**src/hdl/thqu_pkg.sv**
```systemverilog
// shared types and constants for the trust hysteresis quarantine unit
package thqu_pkg;

    localparam int FRAC_BITS    = 16;
    localparam int TRUST_W      = 17;
    localparam int GAIN_W       = 20;
    localparam int TIME_W       = 32;
    localparam int QCNT_W       = 9;
    localparam int NODE_IDX_W   = 8;
    localparam int IDX_SPAN     = 1 << NODE_IDX_W;
    localparam int PROD_W       = GAIN_W + TRUST_W;
    localparam int DELTA_W      = PROD_W + 1;
    localparam int STEP_W       = DELTA_W - FRAC_BITS;
    localparam int SUM_W        = STEP_W + 1;
    localparam int CFG_ADDR_W   = 5;
    localparam int CFG_DATA_W   = 32;

    localparam logic [TRUST_W-1:0] ONE_Q    = TRUST_W'(1) << FRAC_BITS;
    localparam logic [QCNT_W-1:0]  QCNT_MAX = '1;

    typedef enum logic [2:0] {
        REG_ALPHA_GAIN   = 3'd0,
        REG_BETA_GAIN    = 3'd1,
        REG_QUAR_THRESH  = 3'd2,
        REG_REIN_THRESH  = 3'd3,
        REG_DWELL_WINDOW = 3'd4,
        REG_MITIG_ENABLE = 3'd5
    } reg_idx_t;

    typedef enum logic [1:0] {
        TR_NONE      = 2'd0,
        TR_ENTER     = 2'd1,
        TR_REINSTATE = 2'd2
    } transition_t;

    typedef enum logic [1:0] {
        ACT_NONE    = 2'd0,
        ACT_APPLY   = 2'd1,
        ACT_RESTORE = 2'd2
    } action_t;

    typedef enum logic [1:0] {
        ST_IDLE,
        ST_MUL,
        ST_UPD
    } state_t;

    typedef struct packed {
        logic [GAIN_W-1:0]  alpha_gain;
        logic [GAIN_W-1:0]  beta_gain;
        logic [TRUST_W-1:0] quarantine_threshold;
        logic [TRUST_W-1:0] reinstate_threshold;
        logic [TIME_W-1:0]  dwell_window;
        logic               mitigation_enable;
    } cfg_t;

    typedef struct packed {
        logic load;
        logic mul;
        logic upd;
    } dp_cmd_t;

    typedef struct packed {
        logic [TRUST_W-1:0] trust;
        logic [TIME_W-1:0]  low_since_time;
        logic               low_since_valid;
        logic               isolated;
    } node_entry_t;

endpackage

```
**src/hdl/thqu_ctrl.sv**
```systemverilog
// controller state machine sequencing read, multiply and update of one transaction
module thqu_ctrl (
    input  logic              aclk,
    input  logic              aresetn,
    input  logic              s_valid,
    output logic              s_ready,
    output logic              m_valid,
    input  logic              m_ready,
    output thqu_pkg::dp_cmd_t cmd
);
    import thqu_pkg::*;

    state_t state_reg;
    state_t state_next;
    logic   m_valid_reg;
    logic   m_valid_next;
    logic   out_free;

    assign out_free = !m_valid_reg || m_ready;

    always_comb begin
        state_next = state_reg;
        unique case (state_reg)
            ST_IDLE: if (s_valid)  state_next = ST_MUL;
            ST_MUL:                state_next = ST_UPD;
            ST_UPD:  if (out_free) state_next = ST_IDLE;
            default:               state_next = ST_IDLE;
        endcase
    end

    always_comb begin
        cmd      = '0;
        s_ready  = 1'b0;
        unique case (state_reg)
            ST_IDLE: begin
                s_ready  = 1'b1;
                cmd.load = s_valid;
            end
            ST_MUL: begin
                cmd.mul = 1'b1;
            end
            ST_UPD: begin
                cmd.upd = out_free;
            end
            default: begin
                cmd = '0;
            end
        endcase
        priority if (cmd.upd) begin
            m_valid_next = 1'b1;
        end else if (m_ready) begin
            m_valid_next = 1'b0;
        end else begin
            m_valid_next = m_valid_reg;
        end
    end

    always_ff @(posedge aclk) begin
        if (!aresetn) begin
            state_reg   <= ST_IDLE;
            m_valid_reg <= 1'b0;
        end else begin
            state_reg   <= state_next;
            m_valid_reg <= m_valid_next;
        end
    end

    assign m_valid = m_valid_reg;

endmodule

```
**config.mk**
```make
export PLATFORM = sky130hd
export DESIGN_NAME = thqu_ctrl
export DESIGN_NICKNAME = d
export VERILOG_FILES = /design/src/hdl/thqu_pkg.sv /design/src/hdl/thqu_ctrl.sv
export SDC_FILE = /design/constraint.sdc
export NUM_CORES = 1
export LEC_CHECK = 0
export ABC_CLOCK_PERIOD_IN_PS = 1950
export BUFFER_PORTS_ARGS = -buffer_cell sky130_fd_sc_hd__buf_2
export CORE_AREA = 2 2 39 41
export CTS_CLUSTER_SIZE = 10
export DETAILED_ROUTE_END_ITERATION = 10
export DIE_AREA = 0 0 41 43
export PLACE_DENSITY_LB_ADDON = 0.3
export SLEW_MARGIN = 10
export SYNTH_ARGS = -nofsm -noshare
export SYNTH_HDL_FRONTEND = slang
export SYNTH_SLANG_ARGS = --single-unit
```
**constraint.sdc**
```tcl
create_clock -name aclk -period 1.95 [get_ports aclk]
set_input_delay 0.0975 -clock aclk [delete_from_list [all_inputs] [get_ports aclk]]
set_output_delay 0.0975 -clock aclk [all_outputs]
set_load 0.01 [all_outputs]
```
==> flow_summary.yaml <==
worst_hold_path:
  hold_end: "state_reg[1]"
  hold_depth: 2
  hold_class: "in -> reg"
  hp-start: "aresetn"
setup_path:
  r2r_cells: 2
  crit_path_end_kind: "primary output"
  critPathLaunchType: "flop"
  rr_startpoint: "state_reg[1]"
  arrival_ps: 980
  slowest_delay_ps: 340
  critical_path_required_ps: 1850
  worst_r2r_endpoint: "state_reg[1]"
  cp_max_fo: 5
  cpMaxStageDelayCell: "dfxtp_1"
  r2r_slack_ps: 1060
  path_class: "reg -> out"
  path_cells: "nand2b_1, nor2b_1, buf_2"
logic_synthesis:
  syn_inst: 14
  synth_seq_cells: 3
  syn_area_um2: 146
  synthArstFlopShare_pct: 0
  synthTopCellsByArea: "dfxtp_1 (41%), and4bb_1 (8.5%), nand2b_1 (8.5%)"
  yosysWarnings: 0
  synthFlopType: "dfxtp_1"
  synth.most_common_cell: "dfxtp_1"
  synth.avg_cell_area_um2: 10.5
  synth_cell_type_count: 11
  syn-num-nets: 18
  synth_common_cells: "dfxtp_1 (3), nand2b_1 (2)"
  synth_top_cell_by_area: "dfxtp_1"
  synth_edf_count: 0
  yosysSeqAreaShare_pct: 41.0
  yosys.area.top_type_share_pct: 41.0
drt:
  ant_nets: 0
  routed_via_density: 3.37
  first_iter_violations: 3
  detail_route.wirelength_um: 348
  drcViolationCount: 0
  wl_per_cell_um: 8.49
  vias: 138
  first_pass_iters: 4
place:
  place_inst: 37
  dpl-instance-area_um2: 199
  gp_congestion: 0.548
  hpwlAfterDp_um: 257
  port_buffers: 8
sta:
  rsz0062_at_grt: "no"
  finalSetupTns_ps: 0
  slew_violations: 0
  worst_slew_pin_slew_ps: 186
  fin_crit_ps: 1070
  slew_headroom_pct: 87.6
  finalHoldViolations: 0
  setup_viol: 0
  fmax_mhz: 931
  hold_ws_ps: 100
  skew_ps: 1.18
  period_share_pct: 55.1
floorplan:
  dieArea_um2: 1760
  start_util_pct: 10.6
  io_pins: 9
  rows: 14
  die_y_um: 43
  dieWidth_um: 41
  core-area_um2: 1380
final_layout:
  area_growth_pct: 53.8
  largest_reg_flops: 2
  instances_no_fill: 41
  design_area_um2: 225
  diodes: 0
  drive_gt1_share_pct: 52.0
  num-nets-final: 30
power:
  ir_drop_v: 0.000366
  power_density_nw_per_um2: 894
  p_int_mw: 0.154
  p_clk_share_pct: 54.8
  seq_power_share_pct: 33.7
  p_leak_nw: 0.104
  switchingPower_mw: 0.0469
  p_total_mw: 0.201
  switching_share_pct: 23.3
  pwr-share-comb_pct: 11.5
cts:
  cts_root_buffer: "clkbuf_4"
  cts_num_sinks: 3
  clk_pin_slew_ps: 40
  insertion_delay_ps: 230
  cts_tree: "yes"
  cts_resized: 0
  cts_max_path_buffers: 2
  post_cts_buffers: 0
  htreeDepth: 1
  hold_buffers: 0
  numCtsBuffers: 3
outcome:
  status: "finished, final reports clean"
global_route:
  met1_usage_pct: 7.07
  grt_pass1_wl_um: 572
  grt_use_total_pct: 5.82
  overflow: 0
  antenna_found_initial: 0
  grt-busiest-layer: "met3"
  grt_pass1_vias: 129
  use_met3_pct: 9.42
  grt_max_degree: 6
  use_met2_pct: 4.69
flow_run:
  maxCapViolCount: 0
cells in the final DEF (no fill, tap or decap), drive strengths merged:
cell type,count
a21boi,1
o21a,1
nand2b,2
buf,8
dfxtp,3
nor3b,1
nor2b,1
nor2,1
and2b,1
and4bb,1
clkbuf,4
and2,1
logic make-up (layout without fill, tap and decap cells):
logic type,count (synthesis),in the layout,share of synthesized area [%]
AOI/OAI and AO/OA,2,2,10.3
buffers and inverters,1,12,5.13
DFF,3,3,41.0
and+or+nand+nor,8,8,43.6
worst max-delay path: cells and delay by family (launching register included):
family | cells | cell delay, ps
DFF | 1 | 340
buffers and inverters | 1 | 130
and+or+nand+nor | 2 | 270
through the flow:
step                      util (%)  setup WS (ps)
after CTS                     16.3            863
after floorplan                  -           1100
after detailed placement      14.4           1070
final                         16.3            876
after global routing          16.3            804
after global placement        14.4           1100
metal layers:
layer  vias to the layer above  share of wire (%)
li1                         67                  -
met1                        62                 59
met2                         9                 23
met3                         0                 17
met4                         0                  0
met5                         -                  0
how the worst max path moves through the flow:
| stage | start | end | slack (ps) |
|---|---|---|---|
| after floorplan | state_reg[1] | state_reg[1] | 1100 |
| after global placement | state_reg[1] | state_reg[1] | 1100 |
| after detailed placement | state_reg[1] | state_reg[1] | 1070 |
| after CTS | state_reg[0] | cmd[0] | 860 |
| after global routing | state_reg[0] | cmd[0] | 800 |
| final | state_reg[0] | cmd[0] | 880 |
power by group through the flow:
stage / Sequential (mW) / Clock, mW / Combinational, mW
floorplan: 0.0684 / 0 / 0.0136
global placement: 0.0682 / 0 / 0.0228
detailed placement: 0.0687 / 0 / 0.0231
CTS: 0.0678 / 0.118 / 0.0232
global route: 0.0682 / 0.126 / 0.0252
finish: 0.0679 / 0.110 / 0.0231
layout make-up:
| cell class | instances | area (um2) |
|---|---|---|
| repair buffers | 8 | 40.0 |
| fillers | 161 | 1160 |
| multi-input cells | 10 | 78.8 |
| clock buffers | 4 | 26.3 |
| flip-flops and latches | 3 | 60.1 |
| well taps | 16 | 20.0 |
Note: power is estimated with default switching activity, not from simulation.
