### src/hdl/thqu_pkg.sv
// shared types and constants for the trust hysteresis quarantine unit
package thqu_pkg;

    localparam int FRAC_BITS    = 16;
    localparam int TRUST_W      = 17;
    localparam int GAIN_W       = 20;
    localparam int TIME_W       = 32;
    localparam int QCNT_W       = 9;
    localparam int NODE_IDX_W   = 8;
    localparam int IDX_SPAN     = 1 << NODE_IDX_W;
    localparam int PROD_W       = GAIN_W + TRUST_W;
    localparam int DELTA_W      = PROD_W + 1;
    localparam int STEP_W       = DELTA_W - FRAC_BITS;
    localparam int SUM_W        = STEP_W + 1;
    localparam int CFG_ADDR_W   = 5;
    localparam int CFG_DATA_W   = 32;

    localparam logic [TRUST_W-1:0] ONE_Q    = TRUST_W'(1) << FRAC_BITS;
    localparam logic [QCNT_W-1:0]  QCNT_MAX = '1;

    typedef enum logic [2:0] {
        REG_ALPHA_GAIN   = 3'd0,
        REG_BETA_GAIN    = 3'd1,
        REG_QUAR_THRESH  = 3'd2,
        REG_REIN_THRESH  = 3'd3,
        REG_DWELL_WINDOW = 3'd4,
        REG_MITIG_ENABLE = 3'd5
    } reg_idx_t;

    typedef enum logic [1:0] {
        TR_NONE      = 2'd0,
        TR_ENTER     = 2'd1,
        TR_REINSTATE = 2'd2
    } transition_t;

    typedef enum logic [1:0] {
        ACT_NONE    = 2'd0,
        ACT_APPLY   = 2'd1,
        ACT_RESTORE = 2'd2
    } action_t;

    typedef enum logic [1:0] {
        ST_IDLE,
        ST_MUL,
        ST_UPD
    } state_t;

    typedef struct packed {
        logic [GAIN_W-1:0]  alpha_gain;
        logic [GAIN_W-1:0]  beta_gain;
        logic [TRUST_W-1:0] quarantine_threshold;
        logic [TRUST_W-1:0] reinstate_threshold;
        logic [TIME_W-1:0]  dwell_window;
        logic               mitigation_enable;
    } cfg_t;

    typedef struct packed {
        logic load;
        logic mul;
        logic upd;
    } dp_cmd_t;

    typedef struct packed {
        logic [TRUST_W-1:0] trust;
        logic [TIME_W-1:0]  low_since_time;
        logic               low_since_valid;
        logic               isolated;
    } node_entry_t;

endpackage

### src/hdl/thqu_cfg.sv
// apb register file holding gains, thresholds, dwell window and mitigation enable
module thqu_cfg (
    input  logic                              aclk,
    input  logic                              aresetn,
    input  logic                              psel,
    input  logic                              penable,
    input  logic                              pwrite,
    input  logic [thqu_pkg::CFG_ADDR_W-1:0]   paddr,
    input  logic [thqu_pkg::CFG_DATA_W-1:0]   pwdata,
    output logic [thqu_pkg::CFG_DATA_W-1:0]   prdata,
    output thqu_pkg::cfg_t                    cfg
);
    import thqu_pkg::*;

    cfg_t     cfg_reg;
    cfg_t     cfg_next;
    reg_idx_t reg_idx;
    logic     wr_en;

    assign reg_idx = reg_idx_t'(paddr[CFG_ADDR_W-1:2]);
    assign wr_en   = psel && penable && pwrite;

    always_comb begin
        cfg_next = cfg_reg;
        if (wr_en) begin
            unique case (reg_idx)
                REG_ALPHA_GAIN:   cfg_next.alpha_gain           = pwdata[GAIN_W-1:0];
                REG_BETA_GAIN:    cfg_next.beta_gain            = pwdata[GAIN_W-1:0];
                REG_QUAR_THRESH:  cfg_next.quarantine_threshold = pwdata[TRUST_W-1:0];
                REG_REIN_THRESH:  cfg_next.reinstate_threshold  = pwdata[TRUST_W-1:0];
                REG_DWELL_WINDOW: cfg_next.dwell_window         = pwdata[TIME_W-1:0];
                REG_MITIG_ENABLE: cfg_next.mitigation_enable    = pwdata[0];
                default:          cfg_next = cfg_reg;
            endcase
        end
    end

    always_ff @(posedge aclk) begin
        if (!aresetn) begin
            cfg_reg.alpha_gain           <= '0;
            cfg_reg.beta_gain            <= '0;
            cfg_reg.quarantine_threshold <= '0;
            cfg_reg.reinstate_threshold  <= ONE_Q;
            cfg_reg.dwell_window         <= '0;
            cfg_reg.mitigation_enable    <= 1'b0;
        end else begin
            cfg_reg <= cfg_next;
        end
    end

    always_comb begin
        unique case (reg_idx)
            REG_ALPHA_GAIN:   prdata = CFG_DATA_W'(cfg_reg.alpha_gain);
            REG_BETA_GAIN:    prdata = CFG_DATA_W'(cfg_reg.beta_gain);
            REG_QUAR_THRESH:  prdata = CFG_DATA_W'(cfg_reg.quarantine_threshold);
            REG_REIN_THRESH:  prdata = CFG_DATA_W'(cfg_reg.reinstate_threshold);
            REG_DWELL_WINDOW: prdata = CFG_DATA_W'(cfg_reg.dwell_window);
            REG_MITIG_ENABLE: prdata = CFG_DATA_W'(cfg_reg.mitigation_enable);
            default:          prdata = '0;
        endcase
    end

    assign cfg = cfg_reg;

endmodule

### config.mk
export PLATFORM = sky130hd
export DESIGN_NAME = thqu_cfg
export DESIGN_NICKNAME = d
export VERILOG_FILES = /design/src/hdl/thqu_pkg.sv /design/src/hdl/thqu_cfg.sv
export SDC_FILE = /design/constraint.sdc
export NUM_CORES = 1
export LEC_CHECK = 0
export BUFFER_PORTS_ARGS = -buffer_cell sky130_fd_sc_hd__buf_4
export CAP_MARGIN = 15
export CORE_ASPECT_RATIO = 0.7
export CORE_UTILIZATION = 28
export CTS_BUF_LIST = sky130_fd_sc_hd__clkbuf_8
export DETAILED_ROUTE_END_ITERATION = 8
export PLACE_DENSITY = 0.46
export SYNTH_ARGS = -nofsm -noshare
export SYNTH_HDL_FRONTEND = slang
export SYNTH_SLANG_ARGS = --single-unit
### constraint.sdc
create_clock -name aclk -period 1.6 [get_ports aclk]
set_input_delay 0.24 -clock aclk [delete_from_list [all_inputs] [get_ports aclk]]
set_output_delay 0.24 -clock aclk [all_outputs]
set_load 0.01 [all_outputs]
==> run summary <==
CTS tree: done
number of flip-flops in the largest register: 107
initial antenna violation count: 0
Cell Count, Final, Fillers Out: 942
final number of hold-violating endpoints: 0
number of global-route vias before repair: 4266
Final #Nets: 749
maximum VDD drop: 0.386 mV
slew at the pin closest to its max-slew limit: 0.314 ns
Synthesized Nets: 556
share of cells above drive strength 1: 0.399
ys flop type: dfxtp_1
CP startpoint kind: flop
dpl ws: -0.104 ns
failing checks: negative setup slack
largest net degree at the start of global routing: 62
setup slack after layout: -0.0197 ns
CP arrival: 1.38 ns
DP HPWL: 11700 um
static leakage: 3.11 nW
CTS H-Tree Depth: 3
clock tree buffer depth: 2
outcome: complete, but fails checks
critical path type: flop to primary output
Syn. warnings: 0
Post-synth top cells: nand2_1 (138), mux2i_1 (131), dfxtp_1 (107), clkbuf_1 (27), o21ai_0 (14)
Antenna diodes: 0
area grow syn2layout: 44.1%
Yosys reg bits: 107
synth top area cells: dfxtp_1 (44%), mux2i_1 (27%), nand2_1 (11%), clkbuf_1 (2.1%), o2bb2ai_1 (1.6%)
Post-Synthesis Cell Area: 0.00490 sq mm
Placed Instances: 915
Worst Skew: 0 ns
HP Class: input port to flop
via count: 4345
CP Capture Type: primary output
Avg WL per Cell: 17.2 um
period utilisation layout: 1.01
Num CTS Buffers: 9
DR DRC count: 0
Detail Route Antenna Nets: 0
minimum clock period: 1.62 ns
Port Buffers: 178
Synth async-reset ratio: 0
register area share after synthesis: 0.437
share of the synthesized area in the top cell type: 0.437
first-pass GRT wire length: 25300 um
Max-Cap Viols: 0
PD cells: 725 mW/mm^2
Crit Path Max Fanout: 2
Routed WL: 16200 um
root buffer cell: clkbuf_8
design area: 0.00706 sq mm
Final GP Congestion: 0.804
Synth cell types: 32
Worst-Skew Late Latency: 0.38 ns
EDFF count, synth: 0
Slew Limit Fails: 0
GRT Overall Usage: 0.182
starting density of the core: 0.286
post-synthesis area per instance: 9.53 sq um
Worst slew margin: 0.790
RSZ-0062 raised after global routing: true
Synth area leader: dfxtp_1
die area: 0.0180 sq mm
Hold-fix buffers, CTS: 0
critical path required time: 1.36 ns
Clk pin slew, worst setup/hold paths: 0.10 ns
Rows: 40
die height: 113 um
vias per inst: 4.61
Final setup viols: 3
First DRT Iteration DRCs: 178
clock sinks: 107
Ports: 181
Die W: 160 um
FMAX: 617 MHz
Core Area: 0.0171 sq mm
Cell Area, Placed: 0.00667 sq mm
total congestion overflow: 0
Syn Inst Count: 514
drt first pass iters: 4
top-count cell post-synth: nand2_1
## critical path, cell delays in order, from the launching register on
cell	delay (ns)
dfxtp_2	0.33
mux2_4	0.27
a22oi_2	0.17
o21ai_1	0.08
buf_4	0.15
## placed cells by master, fill, tap and decap left out, types with 7 or more instances in the layout
master       n
nand2_1    138
dfxtp_2     25
clkbuf_8    11
o21ai_0      7
o21ai_1      7
buf_4      215
dfxtp_1     81
a22oi_1      7
mux2i_1    131
o2bb2ai_1    9
buf_12       8
and3_1      12
o21a_1       9
## area by class of cell
cell class,count,area [sq um]
clock buffer,11,151
clock inverter,4,73.8
fill,1714,10100
inverter,1,3.75
multi-input combinational,362,2560
sequential,107,2180
tap,231,289
timing repair buffer,226,1810
## path summary, 6_finish.rpt
kind,start,end,slack [ns],depth (start not counted)
max,cfg[50],prdata[0],-0.02,4
min,pwdata[22],cfg[23],0.11,3
max reg2reg,cfg[12],cfg[12],0.90,3
min reg2reg,cfg[68],cfg[68],0.47,2
## what timing repair did
item	4_1_cts	5_1_grt
gates resized for setup	16	28
endpoints found under the setup margin	11	16
buffers inserted	7	5
gates cloned	0	0
pin swaps	2	6
## power breakdown
group          leakage (nW)  internal [mW]  switching, mW
clock                 0.115          0.960          0.933
sequential            0.876           2.68         0.0173
combinational          2.12          0.241          0.290
total                  3.11           3.88           1.24
## per-stage QoR
stage / util / power (mW) / hold slack (ns) / setup TNS (ns)
4_1_cts: 0.407 / 5.19 / 0.0799 / -0.155
2_1_floorplan: - / 3.01 / 0.382 / 0
3_5_place_dp: 0.390 / 3.28 / 0.466 / -0.646
6_report: 0.413 / 5.12 / 0.107 / -0.0399
5_1_grt: 0.413 / 5.36 / 0.0757 / -0.436
3_3_place_gp: 0.390 / 3.28 / 0.457 / -0.186
## cells by family after synthesis
| group | Yosys count | synth area share |
|---|---|---|
| AO/OA/AOI/OAI | 53 | 0.0791 |
| buffers and inverters | 45 | 0.0490 |
| flip-flops | 107 | 0.437 |
| AND/OR/NAND/NOR | 173 | 0.156 |
| multiplexers | 136 | 0.279 |
## routing by layer
layer  part of all wire  GRT usage  vias to the layer above
li1                   -          -                     2161
met1               0.51      0.261                     2056
met2               0.42      0.270                      122
met3              0.063     0.0557                        6
met4             0.0043     0.0286                        0
met5                  0          0                        -
Power figures use the tool's default switching activity.
